### config.mk
export PLATFORM = sky130hd
export DESIGN_NAME = multilevel_feedback_queue_scheduler_flat
export DESIGN_NICKNAME = d
export VERILOG_FILES = /design/src/mlfq_pkg.sv /design/src/mlfq_ifs.sv /design/src/multilevel_feedback_queue_scheduler.sv /design/src/mlfq_ram.sv /design/src/mlfq_rtab.sv /design/src/mlfq_fifo_bank.sv /design/src/flat_wrapper.sv
export VERILOG_INCLUDE_DIRS = /design/src /design/src/src
export SDC_FILE = /design/constraint.sdc
export NUM_CORES = 2
export LEC_CHECK = 0
export BUFFER_PORTS_ARGS = -buffer_cell sky130_fd_sc_hd__buf_2
export CAP_MARGIN = 15
export CORE_UTILIZATION = 35
export DETAILED_ROUTE_END_ITERATION = 6
export PLACE_DENSITY = 0.57
export RECOVER_POWER = 100
export SLEW_MARGIN = 10
export SYNTH_ARGS = -nofsm -noshare
export SYNTH_HDL_FRONTEND = slang
export SYNTH_SLANG_ARGS = --single-unit
### constraint.sdc
create_clock -name clk -period 7.2 [get_ports clk]
set_input_delay 1.08 -clock clk [delete_from_list [all_inputs] [get_ports clk]]
set_output_delay 1.08 -clock clk [all_outputs]
set_load 0.1 [all_outputs]
### src/multilevel_feedback_queue_scheduler_assert.svh
// Assertion macros for the multilevel feedback queue scheduler
`ifndef MULTILEVEL_FEEDBACK_QUEUE_SCHEDULER_ASSERT_SVH
`define MULTILEVEL_FEEDBACK_QUEUE_SCHEDULER_ASSERT_SVH

// same-cycle implication
`define MLFQ_ASSERT_NOW(lbl, ck, rn, ante, cons, msg) \
  lbl: assert property (@(posedge ck) disable iff (!rn) (ante) |-> (cons)) \
    else $error(msg);

// next-cycle implication
`define MLFQ_ASSERT_NXT(lbl, ck, rn, ante, cons, msg) \
  lbl: assert property (@(posedge ck) disable iff (!rn) (ante) |=> (cons)) \
    else $error(msg);

`endif

### src/mlfq_pkg.sv
// Shared constants, types and command codes of the MLFQ scheduler
`default_nettype none

package mlfq_pkg;

  localparam int NUM_LEVELS  = 4;
  localparam int NUM_QREGS   = 4;
  localparam int TASK_W      = 6;
  localparam int MAX_TASKS   = 1 << TASK_W;
  localparam int LVL_W       = (NUM_LEVELS > 1) ? $clog2(NUM_LEVELS) : 1;
  localparam int SLOT_W      = $clog2(MAX_TASKS);
  localparam int CNT_W       = $clog2(MAX_TASKS + 1);
  localparam int STORE_AW    = LVL_W + SLOT_W;
  localparam int STORE_DEPTH = 1 << STORE_AW;
  localparam int QNT_W       = 16;
  localparam int CMD_W       = 3;
  localparam int CFG_IDX_W   = $clog2(NUM_QREGS);

  localparam logic [QNT_W-1:0] QNT_RESET = QNT_W'(1);

  typedef enum logic [CMD_W-1:0] {
    CMD_LOAD    = 3'd0,
    CMD_UNBLOCK = 3'd1,
    CMD_TICK    = 3'd2,
    CMD_BLOCK   = 3'd3,
    CMD_EXIT    = 3'd4
  } cmd_t;

  typedef struct packed {
    logic              en;
    logic [LVL_W-1:0]  lvl;
    logic [TASK_W-1:0] val;
  } push_req_t;

  typedef struct packed {
    logic             found;
    logic [LVL_W-1:0] lvl;
    logic             bypass;
  } pop_res_t;

  typedef struct packed {
    logic              we;
    logic              clr;
    logic [TASK_W-1:0] addr;
    logic [LVL_W-1:0]  data;
  } tab_wr_t;

endpackage

`default_nettype wire

### src/mlfq_ifs.sv
// Valid/ready channel interfaces for events in and dispatch results out
`default_nettype none

interface mlfq_in_if;
  import mlfq_pkg::*;
  logic              valid;
  logic              ready;
  logic [CMD_W-1:0]  cmd;
  logic [TASK_W-1:0] task_id;
  logic [TASK_W-1:0] running_task;
  logic              running_is_idle;

  modport source (output valid, cmd, task_id, running_task, running_is_idle,
                  input ready);
  modport sink   (input valid, cmd, task_id, running_task, running_is_idle,
                  output ready);
endinterface

interface mlfq_out_if;
  import mlfq_pkg::*;
  logic              valid;
  logic              ready;
  logic [TASK_W-1:0] next_task;
  logic              next_idle;

  modport source (output valid, next_task, next_idle, input ready);
  modport sink   (input valid, next_task, next_idle, output ready);
endinterface

`default_nettype wire

### src/multilevel_feedback_queue_scheduler.sv
// Top level of the multilevel feedback queue scheduler
//
// Usage:
//  - in_ch carries one scheduler event per transaction: cmd (load, unblock,
//    tick, block, exit), task_id, running_task and running_is_idle.
//  - out_ch returns the task to run next (next_task, next_idle) for tick,
//    block and exit events; load, unblock and unknown codes return nothing.
//  - cfg_we/cfg_index/cfg_wdata write the per-level quanta; write only while
//    the block holds no outstanding transaction.
// Timing:
//  - one event accepted per cycle while out_ch does not hold a result back; the
//    result is presented from the result register, which follows the input
//    register, and its task comes from the level store's registered read port.
//  - the single write port and single read port of the level store take one
//    push and one pop per event, which sets the one-event-per-cycle figure.
// Reset: synchronous, active low; all levels empty, every return level 0,
//  quanta 1, current level 0. No clearing pass is needed.
// Back-pressure: a result waiting on out_ch holds the next result-producing
//  event in the input register; events without a result still drain.
`default_nettype none

module multilevel_feedback_queue_scheduler (
  input  wire logic                           clk,
  input  wire logic                           rst_n,
  mlfq_in_if.sink                             in_ch,
  mlfq_out_if.source                          out_ch,
  input  wire logic                           cfg_we,
  input  wire logic [mlfq_pkg::CFG_IDX_W-1:0] cfg_index,
  input  wire logic [mlfq_pkg::QNT_W-1:0]     cfg_wdata
);
  import mlfq_pkg::*;

  // configuration
  logic [QNT_W-1:0] quanta_r [NUM_QREGS];

  // input register
  logic              s1_vld_r;
  logic [CMD_W-1:0]  s1_cmd_r;
  logic [TASK_W-1:0] s1_task_r;
  logic [TASK_W-1:0] s1_run_r;
  logic              s1_idle_r;

  // scheduler state
  logic [LVL_W-1:0]  cur_level_r;
  logic [QNT_W-1:0]  qleft_r;

  // result register
  logic              s2_vld_r;
  logic              s2_ram_r;
  logic              s2_idle_r;
  logic [TASK_W-1:0] s2_task_r;

  // event decode
  push_req_t         push_q;
  pop_res_t          pop_q;
  tab_wr_t           tab_wr;
  logic              disp;
  logic              has_res;
  logic              tick_dec;
  logic              s1_go;
  logic              in_acc;
  logic [LVL_W-1:0]  ret_lvl;
  logic [TASK_W-1:0] fifo_rd;
  logic [QNT_W-1:0]  q_sel;

  assign in_acc       = in_ch.valid && in_ch.ready;
  assign s1_go        = s1_vld_r && (!has_res || !s2_vld_r || out_ch.ready);
  assign in_ch.ready  = !s1_vld_r || s1_go;

  always_comb begin
    push_q   = '0;
    tab_wr   = '0;
    disp     = 1'b0;
    has_res  = 1'b0;
    tick_dec = 1'b0;
    case (s1_cmd_r)
      CMD_LOAD: begin
        push_q.en   = 1'b1;
        push_q.val  = s1_task_r;
        tab_wr.clr  = s1_go;
        tab_wr.addr = s1_task_r;
      end
      CMD_UNBLOCK: begin
        push_q.en  = 1'b1;
        push_q.lvl = ret_lvl;
        push_q.val = s1_task_r;
      end
      CMD_TICK: begin
        has_res = 1'b1;
        if (s1_idle_r) begin
          disp = 1'b1;
        end else if (qleft_r <= QNT_W'(1)) begin
          // quantum used up: demote, bottom level keeps it
          push_q.en  = 1'b1;
          push_q.val = s1_run_r;
          push_q.lvl = (cur_level_r != LVL_W'(NUM_LEVELS - 1)) ?
                       cur_level_r + LVL_W'(1) : cur_level_r;
          disp = 1'b1;
        end else begin
          tick_dec = 1'b1;
        end
      end
      CMD_BLOCK: begin
        has_res     = 1'b1;
        disp        = 1'b1;
        tab_wr.we   = s1_go && !s1_idle_r;
        tab_wr.addr = s1_run_r;
        tab_wr.data = (cur_level_r == '0) ? '0 : cur_level_r - LVL_W'(1);
      end
      CMD_EXIT: begin
        has_res = 1'b1;
        disp    = 1'b1;
      end
      default: begin
      end
    endcase
  end

  mlfq_rtab u_rtab (
    .clk      (clk),
    .rst_n    (rst_n),
    .rd_en    (in_acc),
    .rd_addr  (in_ch.task_id),
    .cur_task (s1_task_r),
    .wr       (tab_wr),
    .level    (ret_lvl)
  );

  mlfq_fifo_bank u_fifo (
    .clk     (clk),
    .rst_n   (rst_n),
    .go      (s1_go),
    .push    (push_q),
    .pop_req (disp),
    .pop     (pop_q),
    .rd_data (fifo_rd)
  );

  // levels beyond the last quantum register share it
  always_comb begin
    q_sel = quanta_r[NUM_QREGS - 1];
    for (int j = 0; j < NUM_QREGS - 1; j++) begin
      if (pop_q.lvl == LVL_W'(j)) begin
        q_sel = quanta_r[j];
      end
    end
  end

  always_ff @(posedge clk) begin
    if (!rst_n) begin
      for (int j = 0; j < NUM_QREGS; j++) begin
        quanta_r[j] <= QNT_RESET;
      end
      s1_vld_r    <= 1'b0;
      s2_vld_r    <= 1'b0;
      cur_level_r <= '0;
      qleft_r     <= QNT_RESET;
    end else begin
      if (cfg_we) begin
        quanta_r[cfg_index] <= cfg_wdata;
      end

      if (in_acc) begin
        s1_vld_r <= 1'b1;
      end else if (s1_go) begin
        s1_vld_r <= 1'b0;
      end

      // empty dispatch leaves level and quantum untouched
      if (s1_go && disp && pop_q.found) begin
        cur_level_r <= pop_q.lvl;
        qleft_r     <= q_sel;
      end else if (s1_go && tick_dec) begin
        qleft_r <= qleft_r - QNT_W'(1);
      end

      if (s1_go && has_res) begin
        s2_vld_r <= 1'b1;
      end else if (out_ch.ready) begin
        s2_vld_r <= 1'b0;
      end
    end
  end

  always_ff @(posedge clk) begin
    if (in_acc) begin
      s1_cmd_r  <= in_ch.cmd;
      s1_task_r <= in_ch.task_id;
      s1_run_r  <= in_ch.running_task;
      s1_idle_r <= in_ch.running_is_idle;
    end
    if (s1_go && has_res) begin
      s2_ram_r  <= disp && pop_q.found && !pop_q.bypass;
      s2_idle_r <= disp && !pop_q.found;
      if (!disp) begin
        s2_task_r <= s1_run_r;
      end else if (pop_q.bypass) begin
        s2_task_r <= push_q.val;
      end else begin
        s2_task_r <= '0;
      end
    end
  end

  assign out_ch.valid     = s2_vld_r;
  assign out_ch.next_idle = s2_idle_r;
  assign out_ch.next_task = s2_ram_r ? fifo_rd : s2_task_r;

  `include "multilevel_feedback_queue_scheduler_assert.svh"

  `MLFQ_ASSERT_NOW(a_no_overwrite, clk, rst_n, s1_go && has_res, !s2_vld_r || out_ch.ready, "result register overwritten while stalled")
  `MLFQ_ASSERT_NOW(a_bypass_level, clk, rst_n, s1_go && pop_q.bypass, push_q.en && push_q.lvl == pop_q.lvl, "store bypass without push at the popped level")
  `MLFQ_ASSERT_NXT(a_qleft_dec, clk, rst_n, s1_go && tick_dec, qleft_r == $past(qleft_r) - QNT_W'(1), "quantum not decremented on tick")
  `MLFQ_ASSERT_NXT(a_level_upd, clk, rst_n, s1_go && disp && pop_q.found, cur_level_r == $past(pop_q.lvl), "current level not taken from dispatch")

endmodule

`default_nettype wire

### src/mlfq_ram.sv
// Generic single-write, single-read RAM with registered read data
`default_nettype none

module mlfq_ram #(
  parameter int WIDTH = 8,
  parameter int DEPTH = 16
) (
  input  wire logic                     clk,
  input  wire logic                     we,
  input  wire logic [$clog2(DEPTH)-1:0] waddr,
  input  wire logic [WIDTH-1:0]         wdata,
  input  wire logic                     re,
  input  wire logic [$clog2(DEPTH)-1:0] raddr,
  output logic      [WIDTH-1:0]         rdata
);

  logic [WIDTH-1:0] mem [DEPTH];

  always_ff @(posedge clk) begin
    if (we) begin
      mem[waddr] <= wdata;
    end
    if (re) begin
      rdata <= mem[raddr];
    end
  end

endmodule

`default_nettype wire

### src/mlfq_rtab.sv
// Per-task return level table: RAM, per-entry valid bits, write forwarding
`default_nettype none

module mlfq_rtab (
  input  wire logic                          clk,
  input  wire logic                          rst_n,
  input  wire logic                          rd_en,
  input  wire logic [mlfq_pkg::TASK_W-1:0]   rd_addr,
  input  wire logic [mlfq_pkg::TASK_W-1:0]   cur_task,
  input  wire mlfq_pkg::tab_wr_t             wr,
  output logic      [mlfq_pkg::LVL_W-1:0]    level
);
  import mlfq_pkg::*;

  logic [MAX_TASKS-1:0] vld_r;
  logic                 fwd_vld_r;
  logic [LVL_W-1:0]     fwd_data_r;
  logic [LVL_W-1:0]     rdata;

  mlfq_ram #(.WIDTH(LVL_W), .DEPTH(MAX_TASKS)) u_ram (
    .clk   (clk),
    .we    (wr.we),
    .waddr (wr.addr),
    .wdata (wr.data),
    .re    (rd_en),
    .raddr (rd_addr),
    .rdata (rdata)
  );

  // a cleared entry reads as level 0 (task loaded or never blocked)
  always_ff @(posedge clk) begin
    if (!rst_n) begin
      vld_r     <= '0;
      fwd_vld_r <= 1'b0;
    end else begin
      if (wr.we) begin
        vld_r[wr.addr] <= 1'b1;
      end else if (wr.clr) begin
        vld_r[wr.addr] <= 1'b0;
      end
      // RAM reads old data when written at the same edge
      if (rd_en) begin
        fwd_vld_r <= wr.we && (wr.addr == rd_addr);
      end
    end
  end

  always_ff @(posedge clk) begin
    if (rd_en) begin
      fwd_data_r <= wr.data;
    end
  end

  always_comb begin
    if (!vld_r[cur_task]) begin
      level = '0;
    end else if (fwd_vld_r) begin
      level = fwd_data_r;
    end else begin
      level = rdata;
    end
  end

endmodule

`default_nettype wire

### src/mlfq_fifo_bank.sv
// Per-level FIFO pointers, priority pick of the dispatch level, shared store
`default_nettype none

module mlfq_fifo_bank (
  input  wire logic                        clk,
  input  wire logic                        rst_n,
  input  wire logic                        go,
  input  wire mlfq_pkg::push_req_t         push,
  input  wire logic                        pop_req,
  output mlfq_pkg::pop_res_t               pop,
  output logic      [mlfq_pkg::TASK_W-1:0] rd_data
);
  import mlfq_pkg::*;

  logic [SLOT_W-1:0]     head_r [NUM_LEVELS];
  logic [CNT_W-1:0]      cnt_r  [NUM_LEVELS];
  logic [NUM_LEVELS-1:0] push_do;
  logic [NUM_LEVELS-1:0] pop_do;
  logic [NUM_LEVELS-1:0] nonempty;
  logic [NUM_LEVELS-1:0] empty_now;
  logic [SLOT_W-1:0]     wslot;
  logic [SLOT_W-1:0]     rslot;
  logic                  push_ok;

  always_comb begin
    for (int i = 0; i < NUM_LEVELS; i++) begin
      empty_now[i] = (cnt_r[i] == '0);
      push_do[i]   = push.en && (push.lvl == LVL_W'(i))
                     && (cnt_r[i] != CNT_W'(MAX_TASKS));
      nonempty[i]  = !empty_now[i] || push_do[i];
    end
    push_ok = |push_do;

    // level 0 is the highest priority
    pop.found = 1'b0;
    pop.lvl   = '0;
    for (int i = NUM_LEVELS - 1; i >= 0; i--) begin
      if (nonempty[i]) begin
        pop.found = 1'b1;
        pop.lvl   = LVL_W'(i);
      end
    end

    for (int i = 0; i < NUM_LEVELS; i++) begin
      pop_do[i] = pop_req && pop.found && (pop.lvl == LVL_W'(i));
    end
    // popping an entry pushed in this very event onto an empty level
    pop.bypass = |(pop_do & push_do & empty_now);

    wslot = '0;
    rslot = '0;
    for (int i = 0; i < NUM_LEVELS; i++) begin
      if (push.lvl == LVL_W'(i)) begin
        wslot = head_r[i] + cnt_r[i][SLOT_W-1:0];
      end
      if (pop.lvl == LVL_W'(i)) begin
        rslot = head_r[i];
      end
    end
  end

  mlfq_ram #(.WIDTH(TASK_W), .DEPTH(STORE_DEPTH)) u_store (
    .clk   (clk),
    .we    (go && push_ok),
    .waddr ({push.lvl, wslot}),
    .wdata (push.val),
    .re    (go && (|pop_do)),
    .raddr ({pop.lvl, rslot}),
    .rdata (rd_data)
  );

  always_ff @(posedge clk) begin
    if (!rst_n) begin
      for (int i = 0; i < NUM_LEVELS; i++) begin
        head_r[i] <= '0;
        cnt_r[i]  <= '0;
      end
    end else if (go) begin
      for (int i = 0; i < NUM_LEVELS; i++) begin
        if (pop_do[i]) begin
          head_r[i] <= head_r[i] + SLOT_W'(1);
        end
        cnt_r[i] <= cnt_r[i] + CNT_W'(push_do[i]) - CNT_W'(pop_do[i]);
      end
    end
  end

endmodule

`default_nettype wire

### src/flat_wrapper.sv
// flat-port wrapper written by rule: the top's interface ports become plain ports
module multilevel_feedback_queue_scheduler_flat import mlfq_pkg::*;
  (clk, rst_n, cfg_we, cfg_index, cfg_wdata, in_ch_valid, in_ch_cmd, in_ch_task_id, in_ch_running_task, in_ch_running_is_idle, in_ch_ready, out_ch_valid, out_ch_next_task, out_ch_next_idle, out_ch_ready);
  mlfq_in_if in_ch_i ();
  mlfq_out_if out_ch_i ();
  input  wire logic clk;
  input  wire logic rst_n;
  input  wire logic cfg_we;
  input  wire logic [mlfq_pkg::CFG_IDX_W-1:0] cfg_index;
  input  wire logic [mlfq_pkg::QNT_W-1:0] cfg_wdata;
  input wire logic [$bits(in_ch_i.valid)-1:0] in_ch_valid;
  input wire logic [$bits(in_ch_i.cmd)-1:0] in_ch_cmd;
  input wire logic [$bits(in_ch_i.task_id)-1:0] in_ch_task_id;
  input wire logic [$bits(in_ch_i.running_task)-1:0] in_ch_running_task;
  input wire logic [$bits(in_ch_i.running_is_idle)-1:0] in_ch_running_is_idle;
  output wire logic [$bits(in_ch_i.ready)-1:0] in_ch_ready;
  output wire logic [$bits(out_ch_i.valid)-1:0] out_ch_valid;
  output wire logic [$bits(out_ch_i.next_task)-1:0] out_ch_next_task;
  output wire logic [$bits(out_ch_i.next_idle)-1:0] out_ch_next_idle;
  input wire logic [$bits(out_ch_i.ready)-1:0] out_ch_ready;
  assign in_ch_i.valid = in_ch_valid;
  assign in_ch_i.cmd = in_ch_cmd;
  assign in_ch_i.task_id = in_ch_task_id;
  assign in_ch_i.running_task = in_ch_running_task;
  assign in_ch_i.running_is_idle = in_ch_running_is_idle;
  assign in_ch_ready = in_ch_i.ready;
  assign out_ch_valid = out_ch_i.valid;
  assign out_ch_next_task = out_ch_i.next_task;
  assign out_ch_next_idle = out_ch_i.next_idle;
  assign out_ch_i.ready = out_ch_ready;
  multilevel_feedback_queue_scheduler u_core (.clk(clk), .rst_n(rst_n), .in_ch(in_ch_i), .out_ch(out_ch_i), .cfg_we(cfg_we), .cfg_index(cfg_index), .cfg_wdata(cfg_wdata));
endmodule
# After elaboration in Yosys (flattened, before gate mapping)

Memories as Yosys holds them, arrays and structs flattened. A register that Yosys moved wholly into a read port is not among the register bits.
Cells that the tools add are included.
Widths: inputs -> output; s select.

Register bits: 111
Latch bits: 0
Memory bits (writable): 1780
Bits in read-only memories: 0
Input bits: 39
Output and inout bits: 9
Word-level logic and storage cells: 221
Memories: 5

Add/subtract/negate cells: 19
Multipliers: 0
Divide/modulo/power cells: 0
Magnitude comparators: 4
Equality and inequality tests: 16
Shifts and indexed selects: 0
Multiplexer cells: 88
Bitwise gates (word level): 13
Reductions and logical operators: 62

Memory list:

| memory                    | words | width | rd ports | clocked after memory_dff | write ports | line                                      | text |
|---|---|---|---|---|---|---|---|
| u_core.u_fifo.u_store.mem | 256   | 6     | 1        | 1                        | 1           | mlfq_ram.sv:17                            | `logic [WIDTH-1:0] mem [DEPTH];` |
| u_core.u_rtab.u_ram.mem   | 64    | 2     | 1        | 1                        | 1           | mlfq_ram.sv:17                            |  |
| u_core.quanta_r           | 4     | 16    | 4        | 0                        | 4           | multilevel_feedback_queue_scheduler.sv:34 | `logic [QNT_W-1:0] quanta_r [NUM_QREGS];` |
| u_core.u_fifo.cnt_r       | 4     | 7     | 4        | 0                        | 4           | mlfq_fifo_bank.sv:16                      | `logic [CNT_W-1:0] cnt_r [NUM_LEVELS];` |
| u_core.u_fifo.head_r      | 4     | 6     | 4        | 0                        | 4           | mlfq_fifo_bank.sv:15                      | `logic [SLOT_W-1:0] head_r [NUM_LEVELS];` |

Operators by type and width:

| cell                  | number |
|---|---|
| $mux 64               | 2 |
| $mux 16               | 6 |
| $mux 6                | 15 |
| $and 64x64->64        | 1 |
| $not 64->64           | 1 |
| $or 64x64->64         | 1 |
| $mux 1                | 42 |
| $add 7x1->7           | 4 |
| $logic_not 7->1       | 4 |
| $mux 7                | 4 |
| $ne 7x7->1 const B    | 4 |
| $sub 7x1->7           | 4 |
| $logic_and 1x1->1     | 26 |
| $add 6x1->6 const B   | 4 |
| $add 6x6->6           | 4 |
| $pmux 6 s2            | 2 |
| $mux 9                | 2 |
| $le 16x1->1 const B   | 1 |
| $reduce_or 16->1      | 1 |
| $sub 16x1->16 const B | 1 |
| $lt 6x7->1 const B    | 2 |
| $mux 2                | 6 |
| $mux 3                | 4 |
| $reduce_or 4->1       | 3 |
| other kinds (23)      | 58 |

# Longest topological paths before layout

Word-level depth: 20
Depth in mapped cells: 25
Mapped depth without buffers: 22

# By module

From an unflattened synthesis, not the netlist that was laid out.

Cell total of the unflattened synthesis: 4590
Area total of the unflattened synthesis: 79278.5 sq um

Modules (own cells, without submodules):

| module                              | times used | cells each | area an instance (sq um) | seq. area each (sq um) |
|---|---|---|---|---|
| mlfq_ram at u_core.u_fifo.u_store   | 1          | 2964       | 60133.9                  | 46304.4 |
| mlfq_ram at u_core.u_rtab.u_ram     | 1          | 324        | 5417.7                   | 3903.7 |
| multilevel_feedback_queue_scheduler | 1          | 384        | 5032.3                   | 3042.9 |
| mlfq_fifo_bank                      | 1          | 530        | 5022.3                   | 1561.5 |
| mlfq_rtab                           | 1          | 388        | 3672.3                   | 1361.3 |

# Worst setup path before layout

OpenSTA, ideal clock, no wires.

Kind: register to register
Start: register u_core.qleft_r[6]
End: memory u_core.u_fifo.u_store.mem[0][5] in the netlist's numbering, data pin
Setup time: 864 ps
Arrival time: 4728 ps
Required time: 6336 ps
Path slack: 1608 ps
Stages on the path, launching flop included: 6
Path buffers: 1
Period minus slack after synthesis: 5592 ps
Cell sequence: dfxtp_1 -> or2_1 -> or4_4 -> nor4_2 -> buf_4 -> a22o_1

RTL lines:

| what                   | line                                       | text |
|---|---|---|
| start, declared        | multilevel_feedback_queue_scheduler.sv:45  | `logic [QNT_W-1:0] qleft_r;` |
| start signal, assigned | multilevel_feedback_queue_scheduler.sv:172 | `qleft_r <= q_sel;` |
| start signal, assigned | multilevel_feedback_queue_scheduler.sv:174 | `qleft_r <= qleft_r - QNT_W'(1);` |
| end, declared          | mlfq_ram.sv:17                             |  |

# Final worst setup path

Start: register u_core.s1_task_r[0]
End: register u_core.u_fifo.u_store.rdata[2], read port of u_core.u_fifo.u_store.mem, data pin

Word-level cells in the longest chain between the ends: 17
Elaborated cells on any way between the ends: 39
Classes of those cells: eq/ne (6); mux (12); reduce/logical (21)

RTL lines:

| what                             | line                                       | text |
|---|---|---|
| start, declared                  | multilevel_feedback_queue_scheduler.sv:39  | `logic [TASK_W-1:0] s1_task_r;` |
| start signal, assigned           | multilevel_feedback_queue_scheduler.sv:188 | `s1_task_r <= in_ch.task_id;` |
| $bmux 1 s6 (*)                   | mlfq_rtab.sv:55                            | `if (!vld_r[cur_task]) begin` |
| $mux 1 (not written as such) (*) | mlfq_rtab.sv:55                            |  |
| $mux 2 (*)                       | mlfq_rtab.sv:55                            |  |
| $pmux 2 s2 (*)                   | multilevel_feedback_queue_scheduler.sv:76  | `case (s1_cmd_r)` |
| $eq 2x2->1                       | mlfq_fifo_bank.sv:28                       | `push_do[i] = push.en && (push.lvl == LVL_W'(i))` |
| $logic_and 1x1->1                | mlfq_fifo_bank.sv:28                       |  |
| $logic_and 1x1->1                | mlfq_fifo_bank.sv:29                       | `&& (cnt_r[i] != CNT_W'(MAX_TASKS));` |
| $logic_or 1x1->1                 | mlfq_fifo_bank.sv:30                       | `nonempty[i] = !empty_now[i] \|\| push_do[i];` |
| $mux 3 (3 in a row)              | mlfq_fifo_bank.sv:38                       | `if (nonempty[i]) begin` |
| $mux 3 (*)                       | mlfq_fifo_bank.sv:38                       |  |
| $logic_not 2->1                  | mlfq_fifo_bank.sv:45, mlfq_fifo_bank.sv:56 |  |
| $mux 6 (4 in a row)              | mlfq_fifo_bank.sv:56                       | `if (pop.lvl == LVL_W'(i)) begin` |
| end, declared                    | mlfq_ram.sv:14                             | `output logic [WIDTH-1:0] rdata` |

Every way passes the cells marked *; elsewhere a longest branch is shown, timed or not. The select of a mux whose other input is x is not followed.
A chain may end at the register's enable or synchronous reset.

==> results.txt <==
----------------------------------------------------
[Run status]
  Status ... finished, violations left
  Violated checks ... DRC, capacitance limit, slew limit

[Global route]
  Overflow left after global routing ... 0
  Maximum number of pins on one net before global-route repair ... approximately 180
  Vias in the first global route ... between 50,000 and 60,000
  Total track usage ... 0.213
  Antenna violations before repair ... 13
  Global-route wire length before repair ... 362 mm

[Yosys]
  Synthesized-area fraction occupied by xor and xnor cells ... 0.00696
  Cell accounting for the most synthesized area ... edfxtp_1
  Combinational family with the most area after synthesis ... simple AND/OR/NAND/NOR gates
  Syn Area/Cell ... approximately 13 um^2
  Cells after synthesis ... roughly 6,000
  Most area-consuming cells after synthesis ... edfxtp_1 68%, nand2_1 5.7%, nand3_1 2.5%, mux2i_1 2.4%, dfxtp_1 2.1%
  Number of warning messages in the yosys log ... 0
  Area share of and/or/nand/nor cells after synthesis ... 0.137
  FF+latch count, synth ... roughly 1,900
  Area share of fa/ha/maj cells after synthesis ... 0.0116
  Primary FF master, synth ... edfxtp_1
  Share of the synthesized area in the top cell type ... 0.676
  Post-synthesis cell type count ... between 100 and 150
  Total nets after synthesis ... 6,271
  Compound-Gate Fraction of Synth Area ... 0.0767
  Area of the mapped netlist ... between 80,000 and 90,000 um^2
  Proportion of synthesized area in mux cells ... 0.0420
  Fraction of registers with async set/reset ... 0
  Proportion of synthesized chip area in sequential cells ... 0.698
  Count of flip-flops with a built-in enable after synthesis ... between 1,500 and 2,000

[Die]
  Starting density of the core ... 0.353
  Core Box Area ... about 230,000 um^2
  Horizontal die dimension ... about 480 um
  Die Outline Area ... between 200,000 and 250,000 um^2
  Die span in y ... 482 um
  FP Rows ... 175
  Top-Level Pins ... 48

[STA]
  Worst Skew ... between 0.06 and 0.07 ns
  Final number of hold-violating endpoints ... 0
  RSZ-0062 raised after global routing ... false
  Actual slew at the worst max-slew pin ... ~4.2 ns
  Highest attainable clock frequency ... approximately 0.14 GHz
  Max-slew violation total from the final report ... 1,828
  Max_slew headroom ... -1.77
  Fin crit share ... 0.979
  Aggregate negative setup slack ... 0 ns
  # setup viols final ... 0
  Minimum period implied by the final worst setup slack ... 7.05 ns

[Flow run]
  Number of maximum-capacitance constraint violations ... 29

[Routing]
  Post-Route WL ... approximately 250 mm
  Met2 Routed Length ... 113 mm
  DRT antenna net count ... 0
  Residual DRC count ... 1
  Total number of vias ... about 53,000
  Top layer used by detailed routing ... met5
  Number of iterations in the first detailed-routing pass ... 7
  Wire length per cell ... around 27 um
  Average via count per standard cell ... ~5.6
  Length of routed wiring on met1 ... roughly 100 mm
  Drt initial violations ... between 6,000 and 7,000
  Met3 Routed Length ... 23.8 mm

[Pwr]
  P per Cell Area ... 267 nW/um^2
  Total power after layout ... around 0.024 W
  Leak pwr ... just over 30 nW
  Largest voltage drop on the vdd net ... around 230 uV

[Critical path]
  R2R setup slack ... 0.15 ns
  Startpoint-to-endpoint class of the critical path ... register to register
  Beginning of the worst register-to-register path ... u_core.s1_task_r[0]$_DFFE_PP_
  Kind of end point of the critical path ... register
  Worst Setup Start Kind ... register
  Critical path launch point ... u_core.s1_task_r[0]$_DFFE_PP_
  CP required ... between 7 and 8 ns
  Critical Path AT ... between 7 and 8 ns
  Max Fanout on Critical Path ... 58

[Final layout]
  Proportion of layout cells with a drive suffix above 1 ... 0.0937
  Post-layout instance count excluding filler cells ... roughly 9,400
  Most frequent cells in the layout ... 1,814 x edfxtp_1, 1,223 x nand2_1, 440 x nor2_1
  Most common cell after layout, fill and taps aside ... edfxtp_1
  Final net count ... around 6,300
  Post-synthesis to final-layout area growth ... 12.4%

[Clocking]
  Number of clock sinks seen by CTS ... 1,899
  Clock transition at the registers of the reported paths ... roughly 0.060 ns
  Maximum number of buffers from clock root to sink ... 3
  Number of levels in the clock H-tree ... 4
  Clock latency on the worst-skew pair ... 0.87 ns
  TritonCTS buffer count ... slightly below 200
  Root cell of the clock tree ... clkbuf_16
  Number of setup buffers added after CTS ... 0
  Clock tree from TritonCTS ... built

[Placement]
  Total instance count after detailed placement ... roughly 9,000
  Gp weighted congestion ... roughly 0.90
  Dpl hpwl ... about 160 mm
  Number of input and output port buffers inserted ... 47

[Worst hold path]
  Min-Delay Startpoint ... in_ch_running_task[5]
  Class of the tightest hold or removal check ... input port to register

----------------------------------------------------
==> timing repair <==
item / in CTS / in global routing
setup endpoints to repair: 0 / 3
gates resized for setup: 0 / 6
hold buffers: 0 / 0
==> state kept, by name, indices dropped and copies added, names as in the netlist, 2 cells and up, named ones only <==
register and count:
u_core.u_rtab.u_ram.mem 128, u_core.u_fifo.u_store.mem 1536, u_core.u_rtab.u_ram.rdata 2, u_core.u_fifo.u_store.rdata 6
u_core.u_rtab.fwd_data_r 2, u_core.cur_level_r 2, u_core.qleft_r 16, u_core.s2_task_r 6
u_core.s1_task_r 6, u_core.u_fifo.cnt_r 28, u_core.s1_run_r 6, u_core.quanta_r 64
u_core.s1_cmd_r 3, u_core.u_fifo.head_r 24
==> per-stage QoR <==
step                      utilization  worst slack, ns  hold slack (ns)  cell area [um^2]
after floorplan                     -             1.61            0.467             80500
after global placement          0.372           0.0906            0.529             84800
after detailed placement        0.372           0.0304            0.527             84800
after CTS                       0.398          0.00390            0.357             90800
after global routing            0.397           0.0281            0.384             90500
final                           0.397            0.152            0.414             90500
==> per-layer routing <==
metal	global-route usage	up-vias
met2	0.327	2754
met1	0.294	26600
li1	-	23100
met3	0.0447	505
met5	0	-
met4	0.0818	4
==> cells by family after synthesis <==
kind of cell             Yosys count
AO/OA/AOI/OAI                    891
XOR/XNOR                          64
adder cells (fa/ha/maj)           70
buffers and inverters            467
flip-flops                      1899
multiplexers                     267
AND/OR/NAND/NOR                 2504
==> critical path, cell delays in order, from the launching register on <==
cell and delay (ns):
edfxtp_1 0.49, buf_12 0.22, mux2i_1 0.14, mux4_2 0.50
a221oi_2 0.44, nand3_1 0.18, and3_1 0.36, or3_1 0.47
a21oi_4 0.41, mux2_4 0.53, nand2_8 0.40, buf_12 0.38
buf_4 0.35, a2111oi_0 0.15, a31oi_1 0.30, nand4_1 0.21
a2111oi_1 0.64, buf_2 0.36, a211oi_1 0.15, nand4_1 0.13
==> final timing paths <==
check	to	depth (start not counted)
hold / removal	u_core.s1_run_r[5]$_DFFE_PP_	1
setup reg to reg	u_core.u_fifo.u_store.rdata[2]$_DFFE_PP_	19
hold reg to reg	u_core.cur_level_r[0]$_SDFFE_PN0P_	2
setup / recovery	u_core.u_fifo.u_store.rdata[2]$_DFFE_PP_	19
==> power breakdown <==
group | switching (W) | total, W | internal, W | leakage (nW)
sequential | 0.0000610 | 0.0122 | 0.0122 | 17.0
combinational | 0.00162 | 0.00226 | 0.000633 | 10.3
clock | 0.00437 | 0.00967 | 0.00531 | 2.92
==> final cells by class <==
class / count / area (um^2)
timing repair buffer: 251 / 1960
sequential: 1899 / 56200
clock inverter: 100 / 898
clock buffer: 245 / 5080
fill: 21300 / 137000
antenna: 2 / 5.00
inverter: 81 / 304
tap: 3009 / 3760
multi-input combinational: 3796 / 22300
==> cells in the mapped netlist, drive strengths merged, types with 45 or more instances <==
master,count
ha,62
o21a,133
a211oi,98
and2,70
nand3,410
xnor2,47
and3,152
buf,237
nor4,45
inv,81
a31oi,127
clkbuf,149
mux4,53
dfxtp,85
o21ai,59
nand2,1228
edfxtp,1814
a21oi,194
mux2i,196
nor2,446
(Power assumes the default switching activity.)
